$ cat src/hw/rtl/diameter_avp_stream_parser_assert.svh
// Assertion macros used by the RTL of the AVP stream parser.
// Each macro expects signals named clk and rst_n in the scope where it is used.
`ifndef DIAMETER_AVP_STREAM_PARSER_ASSERT_SVH
`define DIAMETER_AVP_STREAM_PARSER_ASSERT_SVH

// Same-cycle implication, checked outside reset.
`define DAVP_ASSERT_NOW(label, ante, cons, msg) \
    label: assert property (@(posedge clk) disable iff (!rst_n) (ante) |-> (cons)) \
        else $error(msg);

// Next-cycle implication, checked outside reset.
`define DAVP_ASSERT_NEXT(label, ante, cons, msg) \
    label: assert property (@(posedge clk) disable iff (!rst_n) (ante) |=> (cons)) \
        else $error(msg);

`endif

$ cat src/hw/rtl/davp_pkg.sv
package davp_pkg;

    // Result kinds.
    localparam logic [1:0] KIND_HEADER  = 2'd0;
    localparam logic [1:0] KIND_PAYLOAD = 2'd1;
    localparam logic [1:0] KIND_STATUS  = 2'd2;

    // Final status codes.
    localparam logic [1:0] STATUS_OK        = 2'd0;
    localparam logic [1:0] STATUS_TRUNCATED = 2'd1;
    localparam logic [1:0] STATUS_TOO_SHORT = 2'd2;
    localparam logic [1:0] STATUS_OVERRUN   = 2'd3;

    // Header lengths and padding alignment.
    localparam logic [23:0] HDR_LEN_PLAIN  = 24'd8;
    localparam logic [23:0] HDR_LEN_VENDOR = 24'd12;
    localparam logic [1:0]  PAD_MASK       = 2'd3;

    localparam logic [7:0] VENDOR_MASK_RESET = 8'd128;

    typedef struct packed {
        logic [7:0] in_byte;
        logic       end_of_buffer;
    } in_beat_t;

    typedef struct packed {
        logic [1:0]  kind;
        logic [31:0] avp_code;
        logic [7:0]  avp_flags;
        logic [31:0] avp_vendor;
        logic [23:0] payload_length;
        logic [7:0]  payload_byte;
        logic        last_payload;
        logic        buffer_end;
        logic [1:0]  status;
    } out_beat_t;

endpackage

$ cat src/hw/rtl/davp_if.sv
// Byte channel into the parser.
interface davp_in_if;
    import davp_pkg::*;

    logic     valid;
    logic     ready;
    in_beat_t data;

    modport source (output valid, output data, input ready);
    modport sink (input valid, input data, output ready);
endinterface

// Result channel out of the parser.
interface davp_out_if;
    import davp_pkg::*;

    logic      valid;
    logic      ready;
    out_beat_t data;

    modport source (output valid, output data, input ready);
    modport sink (input valid, input data, output ready);
endinterface

$ cat src/hw/rtl/diameter_avp_stream_parser.sv
// Diameter AVP stream parser. Takes one buffer byte per beat and produces at most one result
// beat per byte: a header beat when a pair's header is complete, one beat per payload byte,
// and always one beat for the buffer's last byte carrying the final status. The block
// accepts a byte every cycle and the result is registered in the output register; the
// byte input stalls only while that register holds a beat the sink has not taken. Bytes
// that yield no result (padding, header bytes before completion, bytes after an error) are
// still consumed from the input. The user must write the vendor flag mask through the
// configuration port only while the block is idle; the block itself does not enforce this.
`include "diameter_avp_stream_parser_assert.svh"

module diameter_avp_stream_parser (
    input  logic           clk,
    input  logic           rst_n,
    input  logic           cfg_wr_en,
    input  logic [7:0]     cfg_wr_data,
    davp_in_if.sink        avp_bytes,
    davp_out_if.source     avp_results
);
    import davp_pkg::*;

    // Parse phases.
    localparam logic [1:0] PH_HEADER  = 2'd0;
    localparam logic [1:0] PH_PAYLOAD = 2'd1;
    localparam logic [1:0] PH_PAD     = 2'd2;
    localparam logic [1:0] PH_ERROR   = 2'd3;

    logic [7:0]  mask_reg;
    logic [1:0]  phase_reg, phase_next;
    logic [23:0] byte_count_reg, byte_count_next;
    logic [31:0] code_reg, code_next;
    logic [7:0]  flags_reg, flags_next;
    logic [23:0] length_reg, length_next;
    logic [31:0] vendor_reg, vendor_next;
    logic [1:0]  error_code_reg, error_code_next;

    logic        out_valid_reg;
    out_beat_t   out_data_reg, out_data_next;
    logic        emit;

    logic        accept;
    logic [7:0]  b;
    logic        eob;
    logic        vendor_present;
    logic [23:0] hdr_len;
    logic [23:0] plen;
    logic [23:0] left;
    logic [1:0]  pad_cur;
    logic [1:0]  pad_new;
    logic        complete;
    logic        pending;
    logic [1:0]  trunc_st;

    assign accept = avp_bytes.valid && avp_bytes.ready;
    assign b      = avp_bytes.data.in_byte;
    assign eob    = avp_bytes.data.end_of_buffer;

    // Header view built from the values after this byte is folded in.
    assign vendor_present = |(flags_next & mask_reg);
    assign hdr_len    = vendor_present ? HDR_LEN_VENDOR : HDR_LEN_PLAIN;
    assign plen       = length_next - hdr_len;
    assign left       = byte_count_reg - 24'd1;
    assign pad_cur    = (2'd0 - length_reg[1:0]) & PAD_MASK;
    assign pad_new    = (2'd0 - length_next[1:0]) & PAD_MASK;

    // Next-state and result logic for one byte.
    always_comb
    begin
        phase_next      = phase_reg;
        byte_count_next = byte_count_reg;
        code_next       = code_reg;
        flags_next      = flags_reg;
        length_next     = length_reg;
        vendor_next     = vendor_reg;
        error_code_next = error_code_reg;
        complete        = 1'b0;
        pending         = 1'b0;
        trunc_st        = STATUS_OK;
        emit            = 1'b0;
        out_data_next   = '0;

        unique case (phase_reg)
            PH_HEADER:
            begin
                // Shift the byte into the header field it belongs to.
                if (byte_count_reg == 24'd0)
                begin
                    code_next   = {24'd0, b};
                    flags_next  = 8'd0;
                    length_next = 24'd0;
                    vendor_next = 32'd0;
                end
                else if (byte_count_reg < 24'd4)
                begin
                    code_next = {code_reg[23:0], b};
                end
                else if (byte_count_reg == 24'd4)
                begin
                    flags_next = b;
                end
                else if (byte_count_reg < 24'd8)
                begin
                    length_next = {length_reg[15:0], b};
                end
                else
                begin
                    vendor_next = {vendor_reg[23:0], b};
                end
                byte_count_next = byte_count_reg + 24'd1;

                // Length check on the last fixed header byte.
                if (byte_count_reg == 24'd7)
                begin
                    if (length_next < hdr_len)
                    begin
                        phase_next      = PH_ERROR;
                        error_code_next = STATUS_TOO_SHORT;
                    end
                    else if (!vendor_present)
                    begin
                        complete = 1'b1;
                    end
                end
                else if (byte_count_reg >= 24'd11)
                begin
                    complete = 1'b1;
                end

                if (phase_next == PH_ERROR)
                begin
                    pending = 1'b0;
                end
                else if (complete)
                begin
                    emit = 1'b1;
                    out_data_next.kind           = KIND_HEADER;
                    out_data_next.avp_code       = code_next;
                    out_data_next.avp_flags      = flags_next;
                    out_data_next.avp_vendor     = vendor_present ? vendor_next : 32'd0;
                    out_data_next.payload_length = plen;
                    if (plen != 24'd0)
                    begin
                        phase_next      = PH_PAYLOAD;
                        byte_count_next = plen;
                        pending         = 1'b1;
                    end
                    else
                    begin
                        phase_next      = (pad_new != 2'd0) ? PH_PAD : PH_HEADER;
                        byte_count_next = {22'd0, pad_new};
                    end
                end
                else
                begin
                    pending  = 1'b1;
                    trunc_st = (byte_count_reg < 24'd7) ? STATUS_TRUNCATED : STATUS_OVERRUN;
                end

                // Buffer ending with the pair still open.
                if (eob && pending && !complete)
                begin
                    phase_next      = PH_ERROR;
                    error_code_next = trunc_st;
                end
                else if (eob && pending && complete)
                begin
                    phase_next      = PH_ERROR;
                    error_code_next = STATUS_OVERRUN;
                end
            end

            PH_PAYLOAD:
            begin
                byte_count_next = left;
                emit = 1'b1;
                out_data_next.kind           = KIND_PAYLOAD;
                out_data_next.avp_code       = code_reg;
                out_data_next.avp_flags      = flags_reg;
                out_data_next.avp_vendor     = vendor_present ? vendor_reg : 32'd0;
                out_data_next.payload_length = plen;
                out_data_next.payload_byte   = b;
                out_data_next.last_payload   = (left == 24'd0);
                if (left == 24'd0)
                begin
                    phase_next      = (pad_cur != 2'd0) ? PH_PAD : PH_HEADER;
                    byte_count_next = {22'd0, pad_cur};
                end
                else if (eob)
                begin
                    phase_next      = PH_ERROR;
                    error_code_next = STATUS_OVERRUN;
                end
            end

            PH_PAD:
            begin
                byte_count_next = left;
                if (left == 24'd0)
                begin
                    phase_next = PH_HEADER;
                end
            end

            default:
            begin
                // Error phase: bytes are dropped until the buffer ends.
                phase_next = phase_reg;
            end
        endcase

        // The buffer's last byte always yields a beat with the final status.
        if (eob)
        begin
            if (!emit)
            begin
                out_data_next      = '0;
                out_data_next.kind = KIND_STATUS;
            end
            emit = 1'b1;
            out_data_next.buffer_end = 1'b1;
            out_data_next.status     = (phase_next == PH_ERROR) ? error_code_next : STATUS_OK;
            phase_next      = PH_HEADER;
            byte_count_next = 24'd0;
            error_code_next = STATUS_OK;
        end
    end

    // Configuration register.
    always_ff @(posedge clk or negedge rst_n)
    begin
        if (!rst_n)
        begin
            mask_reg <= VENDOR_MASK_RESET;
        end
        else if (cfg_wr_en)
        begin
            mask_reg <= cfg_wr_data;
        end
    end

    // Parse state, updated on every accepted byte.
    always_ff @(posedge clk or negedge rst_n)
    begin
        if (!rst_n)
        begin
            phase_reg      <= PH_HEADER;
            byte_count_reg <= 24'd0;
            code_reg       <= 32'd0;
            flags_reg      <= 8'd0;
            length_reg     <= 24'd0;
            vendor_reg     <= 32'd0;
            error_code_reg <= STATUS_OK;
        end
        else if (accept)
        begin
            phase_reg      <= phase_next;
            byte_count_reg <= byte_count_next;
            code_reg       <= code_next;
            flags_reg      <= flags_next;
            length_reg     <= length_next;
            vendor_reg     <= vendor_next;
            error_code_reg <= error_code_next;
        end
    end

    // Result register: a new beat loads whenever the old one is gone or taken.
    always_ff @(posedge clk or negedge rst_n)
    begin
        if (!rst_n)
        begin
            out_valid_reg <= 1'b0;
        end
        else if (avp_bytes.ready)
        begin
            out_valid_reg <= accept && emit;
        end
    end

    always_ff @(posedge clk)
    begin
        if (accept && emit)
        begin
            out_data_reg <= out_data_next;
        end
    end

    assign avp_bytes.ready   = !out_valid_reg || avp_results.ready;
    assign avp_results.valid = out_valid_reg;
    assign avp_results.data  = out_data_reg;

    // Checks on the parser's own logic.
    `DAVP_ASSERT_NOW(a_stall_blocks_input,
        out_valid_reg && !avp_results.ready, !avp_bytes.ready,
        "byte input open while a result beat is stalled")
    `DAVP_ASSERT_NOW(a_status_only_at_end,
        out_valid_reg && (out_data_reg.kind == KIND_STATUS), out_data_reg.buffer_end,
        "status-only beat without buffer end")
    `DAVP_ASSERT_NOW(a_last_only_on_payload,
        out_valid_reg && out_data_reg.last_payload, out_data_reg.kind == KIND_PAYLOAD,
        "last payload mark on a non-payload beat")
    `DAVP_ASSERT_NEXT(a_end_restarts_parse,
        accept && eob,
        (phase_reg == PH_HEADER) && (byte_count_reg == 24'd0) && out_valid_reg,
        "buffer end did not restart the parse with a result")
    `DAVP_ASSERT_NOW(a_payload_count_nonzero,
        phase_reg == PH_PAYLOAD, byte_count_reg != 24'd0,
        "payload phase with no bytes left")

endmodule
$ cat src/flat_wrapper.sv
// flat-port wrapper written by rule: the top's interface ports become plain ports
module diameter_avp_stream_parser_flat import davp_pkg::*;
  (clk, rst_n, cfg_wr_en, cfg_wr_data, avp_bytes_valid, avp_bytes_data, avp_bytes_ready, avp_results_valid, avp_results_data, avp_results_ready);
  davp_in_if avp_bytes_i ();
  davp_out_if avp_results_i ();
  input  logic clk;
  input  logic rst_n;
  input  logic cfg_wr_en;
  input  logic [7:0] cfg_wr_data;
  input wire logic [$bits(avp_bytes_i.valid)-1:0] avp_bytes_valid;
  input wire logic [$bits(avp_bytes_i.data)-1:0] avp_bytes_data;
  output wire logic [$bits(avp_bytes_i.ready)-1:0] avp_bytes_ready;
  output wire logic [$bits(avp_results_i.valid)-1:0] avp_results_valid;
  output wire logic [$bits(avp_results_i.data)-1:0] avp_results_data;
  input wire logic [$bits(avp_results_i.ready)-1:0] avp_results_ready;
  assign avp_bytes_i.valid = avp_bytes_valid;
  assign avp_bytes_i.data = avp_bytes_data;
  assign avp_bytes_ready = avp_bytes_i.ready;
  assign avp_results_valid = avp_results_i.valid;
  assign avp_results_data = avp_results_i.data;
  assign avp_results_i.ready = avp_results_ready;
  diameter_avp_stream_parser u_core (.clk(clk), .rst_n(rst_n), .cfg_wr_en(cfg_wr_en), .cfg_wr_data(cfg_wr_data), .avp_bytes(avp_bytes_i), .avp_results(avp_results_i));
endmodule
$ cat config.mk
export PLATFORM = sky130hd
export DESIGN_NAME = diameter_avp_stream_parser_flat
export DESIGN_NICKNAME = d
export VERILOG_FILES = /design/src/hw/rtl/davp_pkg.sv /design/src/hw/rtl/davp_if.sv /design/src/hw/rtl/diameter_avp_stream_parser.sv /design/src/flat_wrapper.sv
export VERILOG_INCLUDE_DIRS = /design/src /design/src/hw/rtl
export SDC_FILE = /design/constraint.sdc
export NUM_CORES = 1
export LEC_CHECK = 0
export BUFFER_PORTS_ARGS = -buffer_cell sky130_fd_sc_hd__buf_2
export CAP_MARGIN = 10
export CORE_MARGIN = 5
export CORE_UTILIZATION = 40
export DETAILED_ROUTE_END_ITERATION = 10
export SLEW_MARGIN = 25
export SYNTH_ARGS = -nofsm -noshare
export SYNTH_HDL_FRONTEND = slang
export SYNTH_SLANG_ARGS = --single-unit
$ cat constraint.sdc
create_clock -name clk -period 8.8 [get_ports clk]
set_input_delay 0.44 -clock clk [delete_from_list [all_inputs] [get_ports clk]]
set_output_delay 0.44 -clock clk [all_outputs]
set_load 0.02 [all_outputs]
==> results of run 1 <==
==> worst max-delay path, cell delays in order, from the launching register on <==
cell and delay [ps]:
dfrtp_1 450, or4_1 700, or4_4 540, or2_1 470
a22oi_1 350, nor2_1 70, a21oi_1 230, ha_1 190
inv_1 60, ha_1 220, a221o_1 310, nor4_1 290
nor4b_2 450, nand2b_1 120, xnor2_1 210, or4b_1 540
nor4b_2 340, and3_1 200, nor3_1 60
==> cell families after synthesis <==
kind of cell               share of synthesized area [%]
and+or+nand+nor                                    19.28
AOI/OAI and AO/OA                                  19.37
buffers and inverters                              3.819
DFF                                                51.12
muxes                                              1.716
adders and majority gates                          1.254
xor gates and xnor gates                           3.443
==> per-stage QoR <==
step                      util [%]  power, uW  setup WS [ps]  cells  hold WS (ps)
after detailed placement     43.22       4943           2811   1782         466.0
after global routing         46.16       6540           2400   1833         111.7
after CTS                    46.15       6146           2801   1833         92.44
after floorplan                  -       3988          451.8   1290         144.4
after global placement       43.21       4954           2929   1782         458.4
final                        46.16       6153           2735   1833         108.5
==> area by class of cell <==
cell class	instances	area (sq um)	share of cell area, %
Clock buffer	35	745.7	5.003
Clock inverter	15	191.4	1.284
Inverter	16	60.06	0.4029
Multi-Input combinational cell	928	5891	39.52
Sequential cell	243	6633	44.50
Tap cell	442	553.0	3.710
Timing Repair Buffer	154	832.0	5.582
==> synth_stat cells, types with 24 or more instances <==
master	n	area share, %
a21oi_1	54	2.1
a22o_1	83	5.6
a22oi_1	48	2.8
clkbuf_1	77	2.2
dfrtp_1	132	25
edfxtp_1	110	25
nand2_1	100	2.9
nand2b_1	32	1.5
nand3_1	27	1.0
nor2_1	138	4.0
nor2b_1	41	2.0
o21ai_0	76	2.9
xnor2_1	27	1.8
xor2_1	24	1.6
==> power breakdown <==
group | switching [uW] | internal, uW | total, uW
Sequential | 259 | 1580 | 1840
Clock | 473 | 715 | 1190
Combinational | 2110 | 1020 | 3130
Total | 2840 | 3310 | 6150
==> metal layers <==
metal  up-vias  wire length, um
li1       4933                -
met1      5209            17250
met2       422            18540
met3        71             2646
met4         0             1326
met5         -                0
==> how the worst max path moves through the flow <==
stage	cells after the start	endpoint	slack, ps	startpoint
6_report	18	u_core.avp_results.data[1]	2730	u_core.byte_count_reg[19]
2_1_floorplan	15	u_core.avp_results.data[0]	450	u_core.byte_count_reg[5]
5_1_grt	18	u_core.avp_results.data[1]	2400	u_core.byte_count_reg[19]
4_1_cts	18	u_core.avp_results.data[1]	2800	u_core.byte_count_reg[19]
3_3_place_gp	18	u_core.avp_results.data[1]	2930	u_core.byte_count_reg[19]
3_5_place_dp	18	u_core.avp_results.data[1]	2810	u_core.byte_count_reg[19]
==> results by group, run 1 <==
Min path
  • Worst hold endpoint: u_core.mask_reg[2]
  • HP Start: cfg_wr_data[2]
  • Worst hold path depth: 2
  • Min-delay worst type: in2reg

Setup path
  • CP arrival: 6360 ps
  • R2r worst-path depth: 18
  • Worst R2R Setup Slack: 2730 ps
  • Reg-to-Reg End: u_core.avp_results.data[1]
  • Worst setup SP type: register
  • Setup CP Type: reg2reg
  • CP Capture Type: register
  • Crit Path Max Fanout: 16
  • Worst r2r src: u_core.byte_count_reg[19]
  • Critical Path RT: 9090 ps

Placement
  • GPL Wtd Cong: 0.9406
  • Hpwl dp: 28080 um
  • I/O Buffers: 133
  • Cell Area, Placed: roughly 14000 sq um

CTS
  • Clock Path Buffers: 3
  • Post-CTS Hold Fix Bufs: 1
  • H-tree Lvls: 1
  • Skew-Pair Late Insertion Delay: 570 ps
  • Clock transition at path regs: roughly 60 ps
  • Cts repair resizes: 0
  • Clock Tree Root: clkbuf_16
  • CTS Buf Count: 27
  • CTS tree: built
  • # clock sinks: 243
  • Buffer count from post-CTS setup fixing: 0

Pwr
  • Pleak: 0.006030 uW
  • Power density over cell area: 412.8 nW/um^2
  • Max VDD drop: just under 0.2 mV

Layout
  • Fin area: 14910 sq um
  • Ant. Diodes: 0
  • Most frequent standard cell in the layout excluding fill and tap cells: nor2_1
  • Area delta synth->final: 14.88%
  • Max reg flops: 110
  • Final nets: 1405
  • Fraction of layout cells with a size suffix above 1: approximately 17%
  • Fill cell count: 3054
  • Most frequent cells in the layout: 135 x nor2_1, 132 x buf_2, 132 x dfrtp_1

Floorplan
  • Initial core utilization: 40.18%
  • Die Span Y: 190.1 um
  • Num rows: 66
  • Die X: 190.1 um
  • Core outline area: 32290 sq um
  • Die ar.: 36140 sq um
  • Ports: 134

STA
  • Final hold vios: 0
  • Worst Max-Slew Pin Slew: between 900 and 1000 ps
  • Setup TNS: 0 ps
  • Max transition margin: 35.08%
  • Fin crit period: 6065 ps
  • # setup viols final: 0
  • Final period util: 68.92%
  • Fmax: 164.9 MHz
  • Final Max Slew Viols: 0
  • RSZ-0062 raised after global routing: no
  • Worst Skew: 23.40 ps

Global route
  • First-pass GRT wire length: 62180 um
  • GRT met2 Usage: approximately a third
  • Met1 usage: 30.23%
  • GR peak layer: met2
  • GRT Total Usage: 21.69%
  • Initial antenna violation count: 0
  • Total grt overflow: 0
  • GR Util met3: under 10%
  • Vias in the first global route: 10343
  • Largest net degree at the start of global routing: slightly above 70

Synth
  • Gate Count Post-Synth: 1290
  • Mapped Area: 12970 sq um
  • Flops & latches, synth: about 240
  • Post-Syn Nets: about 1300
  • Predominant post-synthesis flop cell: dfrtp_1
  • Number of synthesized flops with an enable pin: 110
  • Asr flop ratio synth: 54.73%
  • Syn avg cell area: 10.06 sq um
  • Post-synthesis sequential area ratio: between 50% and 60%
  • Library cells used by synthesis: 74
  • Yosys warnings: 0

Routing
  • DRC: 0
  • Final antenna-violating net count: 0
  • Initial DRT Pass Iterations: 6
  • Final Routed Wirelength: roughly 40000 um
  • Wire per inst: around 22 um
  • Initial DRC Count: about 1000
  • Vias: ~11000
  • Via density per instance: 5.802

Job
  • Max Cap Viol: 0

Status
  • Status: completed
(Power assumes the default switching activity.)
==> run 2: changes to the inputs <==
--- a/config.mk
+++ b/config.mk
@@ -6,6 +6,7 @@
 export SDC_FILE = /design/constraint.sdc
 export NUM_CORES = 1
 export LEC_CHECK = 0
+export ABC_AREA = 1
 export BUFFER_PORTS_ARGS = -buffer_cell sky130_fd_sc_hd__buf_2
 export CAP_MARGIN = 10
 export CORE_MARGIN = 5
==> constraint.sdc (replaced) <==
create_clock -name clk -period 5.91 [get_ports clk]
set_input_delay 0.2955 -clock clk [delete_from_list [all_inputs] [get_ports clk]]
set_output_delay 0.2955 -clock clk [all_outputs]
set_load 0.02 [all_outputs]
==> run 2 against run 1 <==
  * Critical endpoint is now u_core.avp_results.data[39]
  * Critical path type unchanged
  * Routed wire length is 4.8% higher
  * Critical path depth rose by 1
  * Design area up 9.9%
  * Synthesized cell count increased by 39%
  * Area after synthesis grew 11%
  * Clock skew is 8.9 ps lower
  * Sequential power increased by 55%
  * Sequential cell count unchanged
  * Utilization shrank 0.23 points
==> results by group, run 2 <==
Synth
  • Synth top area cells: dfrtp_1 23%, edfxtp_1 23%, nand2_1 11%
  • Number of synthesized flops with an enable pin: 110
  • Top cells by count, synth: 411 x nand2_1, 229 x o21ai_0, 175 x inv_1
  • Mapped Area: approximately 14000 sq um
  • Flops & latches, synth: 243
  • Asr flop ratio synth: 54.73%
  • Yosys top cell area share: 22.87%
  • Top-count cell post-synth: nand2_1
  • Leading area contributor after synthesis: dfrtp_1
  • Post-Syn Nets: roughly 1800
  • Library cells used by synthesis: 54
  • Predominant post-synthesis flop cell: dfrtp_1
  • Syn avg cell area: around 8.1 sq um
  • Gate Count Post-Synth: 1788
  • Yosys warnings: 0
  • Post-synthesis sequential area ratio: between 40% and 50%

STA
  • Final period util: roughly nine tenths
  • WHS: 42.42 ps
  • Final hold vios: 0
  • Worst Max-Slew Pin Slew: around 1000 ps
  • Max transition margin: between 30% and 40%
  • # setup viols final: 0
  • Fmax: 187.9 MHz
  • Worst Skew: 14.53 ps
  • RSZ-0062 raised after global routing: no
  • Final Max Slew Viols: 0
  • Fin crit period: 5321 ps
  • Worst Slack Setup Final: 589.0 ps
  • Setup TNS: 0 ps

Placement
  • Hpwl dp: about 29000 um
  • I/O Buffers: between 100 and 150
  • Cell Area, Placed: 15300 sq um
  • Place WS: 718.9 ps
  • GPL Wtd Cong: 0.9071

Job
  • Max Cap Viol: 0

Pwr
  • Power density over cell area: 659.2 nW/um^2
  • Max VDD drop: 0.3827 mV
  • Pleak: 0.007237 uW

Global route
  • Largest net degree at the start of global routing: 107
  • GRT Total Usage: 20.47%
  • Initial antenna violation count: 0
  • Vias in the first global route: 11853
  • First-pass GRT wire length: 66560 um
  • Total grt overflow: 0

CTS
  • CTS tree: built
  • Buffer count from post-CTS setup fixing: 0
  • Skew-Pair Late Insertion Delay: approximately 550 ps
  • CTS Buf Count: 28
  • Post-CTS Hold Fix Bufs: 9
  • H-tree Lvls: 1
  • # clock sinks: 243
  • Clock transition at path regs: around 70 ps
  • Cts repair resizes: 0
  • Clock Path Buffers: 3
  • Clock Tree Root: clkbuf_16

Setup path
  • Critical path's slowest cell: clkinv_2
  • Buf/Inv on CP: 3
  • CP arrival: 5620 ps
  • CP Capture Type: register
  • Worst setup SP type: register
  • Critical Path RT: 6210 ps
  • Setup CP Type: reg2reg
  • Crit Path Max Fanout: 56
  • CP Cell Sequence: inv_1 > ha_1 > nand3_1 > nor2_1 > nand3_2 > nand3_4 > nand2_1 > nand3_1 > nand4_1 > nor4_1 > nand2_1 > nor2_2 > inv_2 > o21ai_4 > nor2_8 > nand2_8 > clkinv_2 > a22oi_1 > nor2_2
  • CP max stage delay: roughly 700 ps
  • Crit path max-delay family: simple AND/OR/NAND/NOR gates

Layout
  • Most frequent standard cell in the layout excluding fill and tap cells: nand2_1
  • Multi-input gate area: roughly 6600 sq um
  • Ant. Diodes: 0
  • Area delta synth->final: 13.36%
  • Max reg flops: 110
  • Fraction of layout cells with a size suffix above 1: 16.41%
  • Final nets: 1909
  • Most frequent cells in the layout: 411 x nand2_1, 229 x o21ai_0, 173 x inv_1
  • Fill cell count: between 3000 and 4000
  • FF/Latch Area: 6633 sq um
  • Fin area: 16380 sq um

Floorplan
  • Die X: 200.0 um
  • Num rows: 69
  • Die Span Y: 200.0 um
  • Initial core utilization: 40.52%
  • Core outline area: 35660 sq um
  • Ports: 134
  • Die ar.: 40020 sq um

Routing
  • Vias: 12527
  • Initial DRC Count: 1102
  • Final antenna-violating net count: 0
  • Wire per inst: ~18 um
  • Initial DRT Pass Iterations: 5
  • DRC: 0
  • Final Routed Wirelength: 41660 um
  • Via density per instance: 5.317

Status
  • Status: completed

Min path
  • Min-delay worst type: in2reg
-- run 2: cell types whose count changed in the layout (fill, tap and decap cells not counted), sizes merged, moves of 41 or more --
cell,change
nand3,+69
inv,+169
nor2b,-41
a22o,-83
nand2,+333
o21ai,+168
-- run 2: layout make-up --
cell class	instances	share of cell area (%)
flip-flops and latches	243	40.50
multi-input cells	1252	40.09
repair buffers	162	5.768
clock buffers	38	4.691
inverters	187	4.309
well taps	461	3.522
clock inverters	13	1.123
-- run 2: worst register-to-register path: cells and delay by family, from the launching register on --
kind	cells	cell delay, ps
AO/OA/AOI/OAI	2	670
adder cells (fa/ha/maj)	1	240
buffers and inverters	3	970
flip-flops	1	460
AND/OR/NAND/NOR	13	2720
-- run 2: metrics by stage --
step | instances | total power [uW] | util, %
6_report | 2356 | 10800 | 45.93
5_1_grt | 2356 | 11670 | 45.93
4_1_cts | 2355 | 10820 | 45.83
3_5_place_dp | 2295 | 8955 | 42.91
3_3_place_gp | 2295 | 8935 | 42.91
2_1_floorplan | 1788 | 7354 | -
-- run 2: cell families (layout without fill, tap and decap cells) --
kind of cell             count (synthesis)  count (layout)  share of synthesized area [%]
multiplexers                             6               6                         0.4677
flip-flops                             243             243                          45.91
adder cells (fa/ha/maj)                 13              13                          1.126
XOR/XNOR                                40              40                          2.425
buffers and inverters                  293             400                          8.808
AND/OR/NAND/NOR                        781             781                          24.85
AO/OA/AOI/OAI                          412             412                          16.41
-- run 2: per-layer routing --
layer	routed length, um	global-route usage [%]	up-vias
li1	-	-	6191
met1	19540	30.68	5890
met2	18870	32.22	399
met3	2495	2.383	47
met4	759	4.252	0
met5	0	0	-
-- run 2: path summary, 6_finish.rpt --
| check | startpoint | end | slack [ps] | cells past startpoint |
|---|---|---|---|---|
| min | avp_bytes_data[0] | u_core.avp_results.data[2] | 40 | 1 |
| max reg2reg | u_core.byte_count_reg[0] | u_core.avp_results.data[39] | 590 | 19 |
| min reg2reg | u_core.length_reg[16] | u_core.length_reg[16] | 490 | 2 |
| max in group asynchronous | rst_n | u_core.vendor_reg[28] | 4380 | 4 |
| min in group asynchronous | rst_n | u_core.mask_reg[2] | 260 | 2 |
| max | u_core.byte_count_reg[0] | u_core.avp_results.data[39] | 590 | 19 |
-- run 2: power by group --
group / total (uW) / internal [uW] / switching [uW]
Combinational: 6150 / 1740 / 4410
Sequential: 2860 / 2520 / 333
Clock: 1790 / 1080 / 705
Total: 10800 / 5350 / 5450
==> run 3: changes to the inputs <==
==> constraint.sdc (replaced) <==
create_clock -name clk -period 6.15 [get_ports clk]
set_input_delay 0.3075 -clock clk [delete_from_list [all_inputs] [get_ports clk]]
set_output_delay 0.3075 -clock clk [all_outputs]
set_load 0.02 [all_outputs]
==> run 3 against run 2 <==
  * Total power fell by 4.6%
  * Critical endpoint is now u_core.avp_results.data[52]
  * Combinational power fell by 3.7%
  * Largest power group unchanged
  * Count of clock-buffer cells in the layout fell by 6
  * Design area fell by 0.52%
  * Die area did not move
  * Register-to-register slack improved by 230 ps
  * Via count rose by 1.5%
  * Worst setup slack improved by 230 ps
  * Clock skew fell by 2.1 ps
  * Hold slack improved by 14 ps
==> results by group, run 3 (synthesis gave the netlist of run 2 again) <==
Status
  • Status: completed

Min path
  • HP Start: avp_bytes_data[0]
  • Min-delay worst type: in2reg
  • Worst hold path depth: 1
  • Worst hold endpoint: u_core.avp_results.data[2]

Setup path
  • Worst R2R Setup Slack: a little over 800 ps
  • Critical Path RT: about 6400 ps
  • Setup CP Type: reg2reg
  • Worst setup SP type: register
  • Crit Path Max Fanout: between 50 and 60
  • CP arrival: 5610 ps
  • Worst r2r src: u_core.byte_count_reg[0]
  • R2r worst-path depth: 19
  • Reg-to-Reg End: u_core.avp_results.data[52]
  • CP Capture Type: register

CTS
  • CTS tree: built
  • H-tree Lvls: 1
  • # clock sinks: 243
  • CTS Buf Count: 28
  • Skew-Pair Late Insertion Delay: 560 ps
  • Post-CTS Hold Fix Bufs: 9
  • Cts repair resizes: 0
  • Clock Tree Root: clkbuf_16
  • Clock Path Buffers: 3
  • Buffer count from post-CTS setup fixing: 0
  • Clock transition at path regs: 70 ps

Pwr
  • P_sw: about 5300 uW
  • Pleak: 0.007184 uW
  • Clock power frac: between 15 and 20%
  • Switch share: 51.21%
  • Int Power: 5024 uW
  • Power density over cell area: approximately 630 nW/um^2
  • Reg power frac: 26.6%
  • Logic pwr share: 57.5%
  • Max VDD drop: 0.4087 mV

Layout
  • Multi-input gate area: 6565 sq um
  • Utilization after layout: a little under half
  • Most frequent cells in the layout: 411 x nand2_1, 229 x o21ai_0, 173 x inv_1
  • Max reg flops: 110
  • Ant. Diodes: 0
  • FF/Latch Area: 6633 sq um
  • Area delta synth->final: 12.78%
  • Fraction of layout cells with a size suffix above 1: 16.49%
  • Final nets: 1905
  • Fill cell count: ~3500
  • Finished Layout Cells: 2353
  • Fin area: 16290 sq um
  • Most frequent standard cell in the layout excluding fill and tap cells: nand2_1

Placement
  • I/O Buffers: 133
  • Placed insts: approximately 2300
  • Hpwl dp: 28960 um
  • Cell Area, Placed: 15280 sq um
  • GPL Wtd Cong: 0.9264
  • Place WS: 960.4 ps

Global route
  • Vias in the first global route: ~12000
  • Largest net degree at the start of global routing: 107
  • Initial antenna violation count: 0
  • GRT Total Usage: between 20% and 30%
  • First-pass GRT wire length: 66010 um
  • Total grt overflow: 0

Job
  • Max Cap Viol: 0

Routing
  • Wire per inst: 17.74 um
  • Final antenna-violating net count: 0
  • Final Routed Wirelength: 41750 um
  • Initial DRC Count: 1188
  • Vias: 12711
  • Initial DRT Pass Iterations: 5
  • Via density per instance: approximately 5.4
  • DRC: 0

STA
  • Fin crit period: about 5300 ps
  • Max transition margin: between 30% and 40%
  • Final Max Slew Viols: 0
  • # setup viols final: 0
  • Worst Slack Setup Final: 817.5 ps
  • Final period util: between 80% and 90%
  • Final hold vios: 0
  • Setup TNS: 0 ps
  • Fmax: 187.5 MHz
  • Worst Skew: about 12 ps
  • RSZ-0062 raised after global routing: no
  • Worst Max-Slew Pin Slew: 980.0 ps

Floorplan
  • Num rows: 69
  • Die ar.: approximately 40000 sq um
  • Core outline area: between 30000 and 40000 sq um
  • Die Span Y: approximately 200 um
  • Initial core utilization: 40.52%
  • Die X: 200.0 um
  • Ports: 134
## run 3: changes by cell type in the layout (fill, tap and decap cells not counted)
| cell | before | now |
|---|---|---|
| clkinv_2 | 4 | 9 |
| clkinvlp_4 | 1 | 6 |
| clkbuf_1 | 7 | 3 |
| buf_4 | 18 | 15 |
| bufinv_16 | 4 | 2 |
| clkbuf_8 | 3 | 1 |
| buf_16 | 1 | 0 |
| clkinv_16 | 0 | 1 |
| clkinv_4 | 2 | 1 |
| clkinv_8 | 1 | 0 |
## run 3: critical path, cell delays in order (launching register included)
cell and delay [ps]:
dfrtp_1 460, inv_1 180, ha_1 230, nand3_1 90, nor2_1 140, nand3_2 440, nand3_4 500, nand2_1 130
nand3_1 150, nand4_1 130, nor4_1 420, nand2_1 150, nor2_2 180, inv_2 90, o21ai_4 110, nor2_8 140
nand2_8 170, clkinv_2 700, a22oi_1 510, nor2_2 70
## run 3: worst max-delay path by stage
stage / from / end / cells after the start
floorplan: u_core.byte_count_reg[0] / u_core.avp_results.data[0] / 21
global placement: u_core.byte_count_reg[0] / u_core.avp_results.data[106] / 21
detailed placement: u_core.byte_count_reg[0] / u_core.avp_results.data[98] / 21
CTS: u_core.byte_count_reg[0] / u_core.avp_results.data[87] / 21
global route: u_core.byte_count_reg[0] / u_core.avp_results.data[58] / 19
finish: u_core.byte_count_reg[0] / u_core.avp_results.data[52] / 19
## run 3: through the flow
step           power [uW]  hold WS [ps]
5_1_grt             11110         43.78
3_3_place_gp         8581         394.0
2_1_floorplan        7067         11.91
3_5_place_dp         8610         390.4
4_1_cts             10310         38.62
6_report            10300         56.32
## run 3: area by class of cell
cell class / count / area share, %
sequential: 243 / 40.71
tap: 461 / 3.540
multi-input combinational: 1252 / 40.30
inverter: 187 / 4.331
clock inverter: 20 / 1.175
clock buffer: 32 / 4.454
timing repair buffer: 158 / 5.491
## run 3: power groups by stage
stage	Clock (uW)	Sequential (uW)	Combinational, uW
after CTS	1670	2740	5890
after global routing	1740	2810	6560
final	1630	2740	5920
after global placement	0	2760	5820
after detailed placement	0	2770	5840
after floorplan	0	3040	4030
## run 3: layer usage
metal  global-route usage [%]  up-vias  share of wire, %
met2                    32.93      437                46
met3                    2.518       50               6.3
met5                        0        -                 0
li1                         -     6180                 -
met4                    4.151        0               2.0
met1                    29.81     6044                46
